--- config.mk ---
export PLATFORM = sky130hd
export DESIGN_NAME = wildcard_byte_pattern_scanner_unit
export DESIGN_NICKNAME = d
export VERILOG_FILES = /design/src/hw/rtl/wbps_pkg.sv /design/src/hw/rtl/wildcard_byte_pattern_scanner_unit.sv /design/src/hw/rtl/wbps_cell.sv /design/src/hw/rtl/wbps_out_reg.sv
export SDC_FILE = /design/constraint.sdc
export NUM_CORES = 1
export LEC_CHECK = 0
export BUFFER_PORTS_ARGS = -buffer_cell sky130_fd_sc_hd__clkbuf_2
export CAP_MARGIN = 20
export CORE_ASPECT_RATIO = 0.5
export CORE_MARGIN = 2
export CORE_UTILIZATION = 30
export CTS_CLUSTER_DIAMETER = 120
export DETAILED_ROUTE_END_ITERATION = 10
export PLACE_DENSITY = 0.56
export SLEW_MARGIN = 20
export SYNTH_ARGS = -nofsm -noshare
export SYNTH_HDL_FRONTEND = slang
export SYNTH_SLANG_ARGS = --single-unit
--- constraint.sdc ---
create_clock -name clk -period 4.7 [get_ports clk]
set_input_delay 0.235 -clock clk [delete_from_list [all_inputs] [get_ports clk]]
set_output_delay 0.235 -clock clk [all_outputs]
set_load 0.05 [all_outputs]
--- src/hw/rtl/wbps_pkg.sv ---
`default_nettype none
package wbps_pkg;

  localparam int CFG_BYTES = 16;
  localparam int LEN_W = 5;

  typedef logic [7:0] byte_t;
  typedef logic [CFG_BYTES-1:0][7:0] pattern_t;
  typedef logic [CFG_BYTES-1:0] wild_t;
  typedef logic [LEN_W-1:0] len_t;
  typedef logic [1:0] cfg_index_t;
  typedef logic [63:0] cfg_data_t;

  localparam cfg_index_t REG_PATTERN_LOW  = 2'd0;
  localparam cfg_index_t REG_PATTERN_HIGH = 2'd1;
  localparam cfg_index_t REG_WILD_MASK    = 2'd2;
  localparam cfg_index_t REG_PATTERN_LEN  = 2'd3;

  typedef struct packed {
    logic [7:0]  data_byte;
    logic [31:0] byte_addr;
    logic        region_start;
  } in_t;

  typedef struct packed {
    logic        hit;
    logic [31:0] match_addr;
  } out_t;

  function automatic logic pos_match(byte_t b, pattern_t pat, wild_t wild, len_t len,
                                     len_t age);
    logic       in_use;
    logic [3:0] pos;
    in_use = len > age;
    pos    = 4'(len - age - 5'd1);
    return !in_use || wild[pos] || (b == pat[pos]);
  endfunction

endpackage
`default_nettype wire

--- src/hw/rtl/wildcard_byte_pattern_scanner_unit.sv ---
// A result is registered and presented in the cycle after its input transaction is accepted.
// Throughput: one byte per cycle while in_ready is high; the window is a row of byte cells that shifts on
// every accepted transaction, and all positions are compared in that same cycle.
// A single output register holds the result; input stalls only while it is full and out_ready is low.
// Reset (rst, synchronous): empties the window and the output register and sets the
// pattern to zero, the wild mask to zero and the pattern length to one.
`default_nettype none
module wildcard_byte_pattern_scanner_unit import wbps_pkg::*; #(
  parameter int MAX_PATTERN = 16
) (
  input  wire logic       clk,
  input  wire logic       rst,
  input  wire logic       cfg_we,
  input  wire cfg_index_t cfg_index,
  input  wire cfg_data_t  cfg_wdata,
  input  wire logic       in_valid,
  output logic            in_ready,
  input  wire in_t        in_item,
  output logic            out_valid,
  input  wire logic       out_ready,
  output out_t            out_item
);

  localparam int LEN_LIMIT = (MAX_PATTERN < CFG_BYTES) ? MAX_PATTERN : CFG_BYTES;
  localparam int NCELL = (LEN_LIMIT > 1) ? LEN_LIMIT - 1 : 1;

  pattern_t pattern;
  wild_t    wild;
  len_t     pattern_len;
  len_t     len_eff;

  always_ff @(posedge clk) begin
    if (rst) begin
      pattern     <= '0;
      wild        <= '0;
      pattern_len <= len_t'(1);
    end else if (cfg_we) begin
      case (cfg_index)
        REG_PATTERN_LOW:  pattern[7:0]  <= cfg_wdata;
        REG_PATTERN_HIGH: pattern[15:8] <= cfg_wdata;
        REG_WILD_MASK:    wild          <= cfg_wdata[15:0];
        REG_PATTERN_LEN:  pattern_len   <= cfg_wdata[4:0];
        default: ;
      endcase
    end
  end

  assign len_eff = (pattern_len > len_t'(LEN_LIMIT)) ? len_t'(LEN_LIMIT) : pattern_len;

  logic accept;
  assign accept = in_valid && in_ready;

  byte_t             cell_byte [NCELL];
  logic [NCELL-1:0]  cell_valid;
  logic [NCELL-1:0]  cell_ok;

  for (genvar k = 0; k < NCELL; k++) begin : g_cell
    byte_t b_in;
    logic  v_in;
    logic  clr;
    if (k == 0) begin : g_head
      assign b_in = in_item.data_byte;
      assign v_in = 1'b1;
      assign clr  = 1'b0;
    end else begin : g_body
      assign b_in = cell_byte[k-1];
      assign v_in = cell_valid[k-1];
      assign clr  = in_item.region_start;
    end
    wbps_cell #(.AGE(k + 1)) u_cell (
      .clk       (clk),
      .rst       (rst),
      .shift     (accept),
      .clear     (clr),
      .byte_in   (b_in),
      .valid_in  (v_in),
      .pattern   (pattern),
      .wild      (wild),
      .len       (len_eff),
      .byte_out  (cell_byte[k]),
      .valid_out (cell_valid[k]),
      .ok        (cell_ok[k])
    );
  end

  logic head_ok;
  logic hit;
  out_t result;

  // a region start leaves only the current byte in the window
  assign head_ok = pos_match(in_item.data_byte, pattern, wild, len_eff, len_t'(0));
  assign hit     = (len_eff != len_t'(0)) && head_ok && (&cell_ok) &&
                   (!in_item.region_start || (len_eff == len_t'(1)));

  always_comb begin
    result.hit        = hit;
    result.match_addr = hit ? (in_item.byte_addr - {27'd0, len_eff} + 32'd1) : 32'd0;
  end

  wbps_out_reg u_out (
    .clk       (clk),
    .rst       (rst),
    .push      (accept),
    .push_item (result),
    .can_push  (in_ready),
    .out_valid (out_valid),
    .out_ready (out_ready),
    .out_item  (out_item)
  );

  a_result_follows: assert property (@(posedge clk) disable iff (rst)
    accept |=> out_valid)
    else $error("accepted transaction produced no result");

  a_miss_addr_zero: assert property (@(posedge clk) disable iff (rst)
    out_valid && !out_item.hit |-> out_item.match_addr == 32'd0)
    else $error("miss carries nonzero address");

  a_valid_ordered: assert property (@(posedge clk) disable iff (rst)
    ((cell_valid >> 1) & ~cell_valid) == '0)
    else $error("window valid bits out of order");

  a_region_clears: assert property (@(posedge clk) disable iff (rst)
    accept && in_item.region_start |=> $countones(cell_valid) == 1 && cell_valid[0])
    else $error("region start did not clear the window");

endmodule
`default_nettype wire

--- src/hw/rtl/wbps_cell.sv ---
`default_nettype none
module wbps_cell import wbps_pkg::*; #(
  parameter int AGE = 1
) (
  input  wire logic     clk,
  input  wire logic     rst,
  input  wire logic     shift,
  input  wire logic     clear,
  input  wire byte_t    byte_in,
  input  wire logic     valid_in,
  input  wire pattern_t pattern,
  input  wire wild_t    wild,
  input  wire len_t     len,
  output byte_t         byte_out,
  output logic          valid_out,
  output logic          ok
);

  byte_t held_byte;
  logic  held_valid;

  always_ff @(posedge clk) begin
    if (shift) begin
      held_byte <= byte_in;
    end
  end

  always_ff @(posedge clk) begin
    if (rst) begin
      held_valid <= 1'b0;
    end else if (shift) begin
      held_valid <= valid_in && !clear;
    end
  end

  assign byte_out  = held_byte;
  assign valid_out = held_valid;
  assign ok        = (len <= len_t'(AGE)) ||
                     (held_valid && pos_match(held_byte, pattern, wild, len, len_t'(AGE)));

endmodule
`default_nettype wire

--- src/hw/rtl/wbps_out_reg.sv ---
`default_nettype none
module wbps_out_reg import wbps_pkg::*; (
  input  wire logic clk,
  input  wire logic rst,
  input  wire logic push,
  input  wire out_t push_item,
  output logic      can_push,
  output logic      out_valid,
  input  wire logic out_ready,
  output out_t      out_item
);

  logic full;
  out_t item;

  assign can_push  = !full || out_ready;
  assign out_valid = full;
  assign out_item  = item;

  always_ff @(posedge clk) begin
    if (rst) begin
      full <= 1'b0;
    end else if (push) begin
      full <= 1'b1;
    end else if (out_ready) begin
      full <= 1'b0;
    end
  end

  always_ff @(posedge clk) begin
    if (push) begin
      item <= push_item;
    end
  end

endmodule
`default_nettype wire
==> results of run 1 <==
[kinds of logic after synthesis]
logic type	count (synthesis)	synth area share
AOI/OAI and AO/OA	591	0.1534
xor gates and xnor gates	209	0.07540
muxes	413	0.2404
adders and majority gates	47	0.02382
DFF	318	0.3158
and+or+nand+nor	794	0.1441
buffers and inverters	275	0.04713
[worst max-delay path, cell delays in order, from the launching register on]
cell,delay (ps)
dfxtp_2,370
nand2b_2,240
clkinvlp_4,130
buf_4,130
ha_1,190
nor2b_1,200
o21a_1,190
o22ai_1,100
a2111oi_0,350
or4b_4,580
a2111oi_4,350
o21ai_1,270
o41ai_2,440
and4b_1,230
nand4_1,190
buf_12,250
inv_1,110
o311a_1,150
[worst max path at each step]
stage,slack [ps],depth (start not counted),end,start
after global routing,-10,20,u_out.out_item[25]$_SDFFCE_PN0P_,pattern_len[4]$_SDFFE_PP0P_
final,50,17,u_out.out_item[25]$_SDFFCE_PN0P_,pattern_len[4]$_SDFFE_PP0P_
after detailed placement,-270,16,u_out.out_item[20]$_SDFFCE_PN0P_,pattern_len[4]$_SDFFE_PP0P_
after global placement,-280,18,u_out.out_item[25]$_SDFFCE_PN0P_,pattern_len[4]$_SDFFE_PP0P_
after CTS,3,16,u_out.out_item[25]$_SDFFCE_PN0P_,pattern_len[4]$_SDFFE_PP0P_
after floorplan,-2,19,u_out.out_item[20]$_SDFFCE_PN0P_,pattern_len[4]$_SDFFE_PP0P_
[power by group through the flow]
stage          registers, W  logic (W)  clock network [W]
4_1_cts             0.00324    0.00223            0.00293
3_5_place_dp        0.00329    0.00216                  0
3_3_place_gp        0.00329    0.00215                  0
2_1_floorplan       0.00324    0.00138                  0
6_report            0.00325    0.00236            0.00287
5_1_grt             0.00326    0.00248            0.00303
[sequential cells by signal, indices dropped and copies added (netlist names)]
signal,cells
u_out.out_item,33
g_cell.u_cell.valid_out,15
pattern,128
wild,16
u_out.out_valid,1
g_cell.u_cell.byte_out,120
pattern_len,5
[per-layer routing]
layer / GRT usage / vias to the layer above
met5: 0 / -
met4: 0.05588 / 0
met3: 0.08348 / 147
met2: 0.3356 / 1319
met1: 0.3617 / 11690
li1: - / 10300
[stage by stage]
step           hold slack [ps]  std cells  total power (W)  setup slack (ps)  instance area (um^2)
6_report                 22.12       4017         0.008476             49.63                 30070
3_3_place_gp             444.1       3852         0.005440            -279.1                 27690
5_1_grt                  4.812       4017         0.008767            -10.09                 30070
2_1_floorplan            333.9       2647         0.004625            -2.184                 25030
3_5_place_dp             445.0       3852         0.005452            -266.7                 27690
4_1_cts                  1.993       3986         0.008389             3.086                 29610
[synthesized netlist by cell type (14+ instances only)]
cell type and n:
clkbuf_1 113, o21a_1 14, mux4_2 144, o221ai_1 16, a21o_1 14, o21ai_0 70
buf_1 19, o22ai_1 29, nor2b_1 20, a21oi_1 239, nand3_1 26, xor2_1 85
nor3_1 38, inv_1 62, ha_1 46, mux2i_1 235, a211oi_1 26, dfxtp_1 165
nand2b_1 25, a31oi_1 29, mux2_2 31, xnor2_1 119, nor3b_1 27, buf_2 59
nand2_1 421, nor2_1 144, edfxtp_1 153
[final cells by class]
type,count,area [um^2]
fillers,8349,51960
multi-input cells,2054,16200
flip-flops and latches,318,7904
repair buffers,413,3177
well taps,1102,1379
clock buffers,48,1008
inverters,67,267.8
clock inverters,14,137.6
repair inverters,1,5.005
[repair_timing]
item                       in CTS  in global routing
cloned                          0                  2
resized for setup               9                 46
buffers inserted                3                 29
pin swaps                       1                  6
hold endpoints to repair      136                  0
hold buffers                   69                  0
setup endpoints to repair      33                 33
==> flow_metrics.py, run 1 <==
metrics = {
    "hold_path": {
        "min-delay-start": "cfg_wdata[11]",
        "worstHoldEndpoint": "pattern[75]$_SDFFE_PP0P_",
        "holdCritPathClass": "in2reg",
        "whs_path_depth": 3,
    },
    "worst_setup_path": {
        "end_kind": "flip-flop",
        "crit_fanout": 31,
        "rrSetupSlack_ps": 50,
        "r2r_start": "pattern_len[4]$_SDFFE_PP0P_",
        "cp-start-kind": "flip-flop",
        "crit_arrival_ps": 5080,
        "rr_worst_depth": 17,
        "required_ps": 5120,
        "r2r_end": "u_out.out_item[25]$_SDFFCE_PN0P_",
        "setup.worst_path.class": "reg2reg",
    },
    "layout": {
        "final_cell_mix": "421 x nand2_1, 237 x a21oi_1, 232 x mux2i_1",
        "antennaDiodeCount": 0,
        "final_util": 0.3666,
        "final_common_cell": "nand2_1",
        "area_delta_synth_final_pct": 20.26,
        "nets": 3050,
        "drive_gt1_frac": 0.2254,
    },
    "sta": {
        "relSlewSlack": 0.3097,
        "finalCritPeriodShare": 0.9894,
        "setup_viol": 0,
        "maxSlewViolCount": 0,
        "worst_clock_skew_ps": 52.17,
        "tightest_slew_ps": 1035,
        "fmax_mhz": 215.0,
        "finalCriticalPeriod_ps": 4650,
        "finalSetupTns_ps": 0,
        "finalHoldViolations": 0,
    },
    "synth": {
        "synth_top_area_frac": 0.1837,
        "syn-cell-area_um2": 25010,
        "avgSynthCellArea_um2": 9.447,
        "ys_ff_latch": 318,
        "ys_seq_area_frac": 0.3158,
        "post-synth-top-area-cell": "edfxtp_1",
        "syn_nets": 2806,
        "synth_cell_types": 98,
        "synth_edf_count": 153,
        "synth-main-ff-cell": "dfxtp_1",
        "yosys_warnings": 0,
        "synthTopCellsByArea": "edfxtp_1 18%, dfxtp_1 13%, mux4_2 13%",
        "synthArstFlopShare": 0,
        "syn-instance-count": 2647,
    },
    "drt": {
        "drtAntennaViolNets": 0,
        "met1_length_um": 48590,
        "wl_met2_um": 43240,
        "dr.pass1.iters": 5,
        "drt_iter0_markers": 3137,
        "drc": 0,
        "top_layer_used": "met4",
        "routed_wl_um": 108500,
        "wl_per_cell_um": 27.01,
        "vias": 23460,
        "vias_per_cell": 5.840,
        "dr_wl_met3_um": 13850,
    },
    "power_and_ir_drop": {
        "p_sw_w": 0.002826,
        "clockPowerShare": 0.339,
        "p_seq_frac": 0.383,
        "p_per_area_nw_per_um2": 281.8,
        "internal_power_w": 0.005649,
        "vdd_drop_max_v": 0.0001638,
        "p_leak_nw": 11.09,
        "combinationalPowerShare": 0.278,
        "netSwitchingFraction": 0.3335,
    },
    "clock_network": {
        "path_clk_slew_ps": 60,
        "clockRootBuffer": "clkbuf_16",
        "tritoncts": "built",
        "cts.sinks": 318,
        "clock_path_buffers": 3,
        "clk_latency_ps": 580,
        "htreeDepth": 2,
        "numCtsBuffers": 36,
    },
    "run": {
        "maxCapViolCount": 0,
    },
    "global_route": {
        "grt_pass1_vias": 21310,
        "grt_usage": 0.2441,
        "antenna_found_initial": 3,
        "grt_pass1_wl_um": 153900,
        "grt_max_degree": 81,
        "overflow": 0,
    },
    "placement": {
        "place.gp.congestion": 0.9793,
        "port_buffers": 146,
        "hpwl_um": 83720,
    },
    "die": {
        "start_util": 0.3048,
        "ioPinCount": 147,
        "core_region_area_um2": 82030,
        "die_x_um": 412.3,
        "num_rows": 74,
        "die_y_um": 208.2,
        "die_area_um2": 85820,
    },
    "run_status": {
        "status": "complete, no violations",
    },
}
No activity file was read; power rests on OpenSTA's default activity.
==> run 2: changes to the inputs <==
Settings changed: CORE_ASPECT_RATIO 0.5 to unset.
==> run 2 against run 1 <==
Effect of this change:
- fmax grew 1.7%
- sequential share of layout area grew 0.10 points
- global-route usage shrank 1.1 points
- via count shrank 2.5%
- cell area shrank 0.40%
- clock skew shrank 1.9 ps
- critical path depth is the same
- combinational power shrank 4%
- setup slack gained 77 ps
- die area shrank 0.16%
- sequential power is essentially flat
- critical endpoint is now u_out.out_item[1]$_SDFFCE_PN0P_
==> flow_metrics.py, run 2 (synthesis gave the netlist of run 1 again) <==
metrics = {
    "run_status": {
        "status": "complete, no violations",
    },
    "power_and_ir_drop": {
        "p_leak_nw": 11.02,
        "finalPower_w": 0.008920,
        "p_per_area_nw_per_um2": 297.8,
        "vdd_drop_max_v": 0.0002568,
    },
    "worst_setup_path": {
        "crit_chain": "buf_12 > nand2b_4 > inv_1 > ha_4 > buf_12 > buf_4 > mux2i_1 > mux2i_1 > mux4_2 > xor2_2 > nor3_4 > o32ai_2 > and4b_1 > nand4_1 > buf_12 > inv_1 > and2_1",
        "crit_arrival_ps": 4920,
        "end_kind": "flip-flop",
        "startpoint": "pattern_len[4]$_SDFFE_PP0P_",
        "slowest_delay_ps": 600,
        "cp-start-kind": "flip-flop",
        "path_common_cell": "buf_12",
        "setup.worst_path.class": "reg2reg",
        "crit_fanout": 32,
        "required_ps": 5050,
        "r2r_start": "pattern_len[4]$_SDFFE_PP0P_",
        "crit_slowest_cell": "mux4_2",
    },
    "die": {
        "start_util": 0.3041,
        "ioPinCount": 147,
        "die_x_um": 292.7,
        "core_region_area_um2": 82240,
        "die_y_um": 292.7,
        "die_area_um2": 85680,
        "num_rows": 105,
    },
    "sta": {
        "finalSetupTns_ps": 0,
        "hold_slack_ps": 19.52,
        "finalCritPeriodShare": 0.9730,
        "maxSlewViolCount": 0,
        "finalHoldViolations": 0,
        "tightest_slew_ps": 1052,
        "fmax_mhz": 218.7,
        "worst_clock_skew_ps": 50.25,
        "rsz0062_at_grt": "true",
        "setup_viol": 0,
        "finalCriticalPeriod_ps": 4573,
        "relSlewSlack": 0.2964,
    },
    "layout": {
        "final_util": 0.3642,
        "final_cell_mix": "421 x nand2_1, 239 x a21oi_1, 230 x mux2i_1",
        "drive_gt1_frac": 0.2161,
        "largest_register_ffs": 128,
        "final_common_cell": "nand2_1",
        "area_delta_synth_final_pct": 19.79,
        "nFillCells": 8385,
        "seq_area_um2": 7904,
        "multi_input_area_um2": 16170,
        "fin_cells": 3954,
        "largest-register": "pattern",
        "nets": 3011,
    },
    "drt": {
        "vias_per_cell": 5.785,
        "routed_wl_um": 103300,
        "vias": 22870,
        "drtAntennaViolNets": 0,
        "drc": 0,
        "drt_iter0_markers": 2568,
        "dr.pass1.iters": 6,
        "wl_per_cell_um": 26.14,
    },
    "global_route": {
        "grt_pass1_vias": 21100,
        "overflow": 0,
        "antenna_found_initial": 2,
        "grt_max_degree": 154,
        "grt_usage": 0.2334,
        "grt_pass1_wl_um": 148200,
    },
    "placement": {
        "hpwl_um": 78630,
        "port_buffers": 146,
        "place.gp.congestion": 1.009,
        "placedCellCount": 3792,
    },
    "clock_network": {
        "clk_latency_ps": 600,
        "htreeDepth": 2,
        "path_clk_slew_ps": 60,
        "numCtsBuffers": 41,
        "cts.sinks": 318,
        "clockRootBuffer": "clkbuf_16",
        "clock_path_buffers": 3,
        "tritoncts": "built",
    },
    "run": {
        "maxCapViolCount": 0,
    },
    "hold_path": {
        "min-delay-start": "cfg_wdata[3]",
        "holdCritPathClass": "in2reg",
    },
}
-- run 2: changes by cell type in the layout (fill, tap and decap cells not counted), sizes merged, moves of 2 or more --
| cell | before | now |
|---|---|---|
| clkinv | 8 | 10 |
| inv | 66 | 72 |
| buf | 198 | 152 |
| dlygate4sd3 | 69 | 72 |
| clkbuf | 194 | 197 |
| bufinv | 2 | 5 |
| clkinvlp | 6 | 3 |
-- run 2: worst paths after layout --
| kind | endpoint | slack (ps) | cells after the start |
|---|---|---|---|
| setup / recovery | u_out.out_item[1]$_SDFFCE_PN0P_ | 130 | 17 |
| hold / removal | pattern[3]$_SDFFE_PP0P_ | 20 | 3 |
| setup reg to reg | u_out.out_item[1]$_SDFFCE_PN0P_ | 130 | 17 |
| hold reg to reg | g_cell[12].u_cell.byte_out[6]$_DFFE_PP_ | 460 | 0 |
-- run 2: worst max-delay path, delay by kind of cell (launching register included) --
family          cells  cell delay [ps]
fa+ha+maj           1              340
mux                 3             1080
xor+xnor            1              230
compound gates      1              300
buf+inv             6             1050
simple gates        5              900
flops               1              370
-- run 2: layout make-up --
type                       instances  share of cell area
antenna                            1          0.00008354
clock buffer                      51             0.03784
clock inverter                    23             0.01023
inverter                          67            0.008688
multi-input combinational       2054              0.5400
sequential                       318              0.2639
tap                             1070             0.04469
timing repair buffer             370             0.09465
-- run 2: through the flow --
step | worst slack, ps | area, um^2
CTS | 6.204 | 29650
floorplan | -2.184 | 25030
finish | 126.8 | 29960
detailed placement | -305.8 | 27470
global route | -10.60 | 29960
global placement | -188.0 | 27470
-- run 2: timing repair --
item                                    in CTS  in global routing
gates resized for setup                      5                 30
setup buffers                                0                 14
endpoints found under the setup margin      33                 33
cloned                                       0                  1
pin swaps                                    0                  5
endpoints found under the hold margin      143                  0
hold buffers                                72                  0
-- run 2: report_power, final --
part	internal (W)	switching (W)	leakage (nW)
sequential	0.00305	0.000201	2.83
combinational	0.000942	0.00133	7.49
clock	0.00201	0.00139	0.700
-- run 2: routing by layer --
| layer | track usage | up-vias | share of wire |
|---|---|---|---|
| met1 | 0.3258 | 11140 | 0.42 |
| met4 | 0.08881 | 2 | 0.045 |
| met2 | 0.3470 | 1287 | 0.43 |
| met3 | 0.05630 | 219 | 0.11 |
| li1 | - | 10230 | - |
| met5 | 0 | - | 0.00013 |
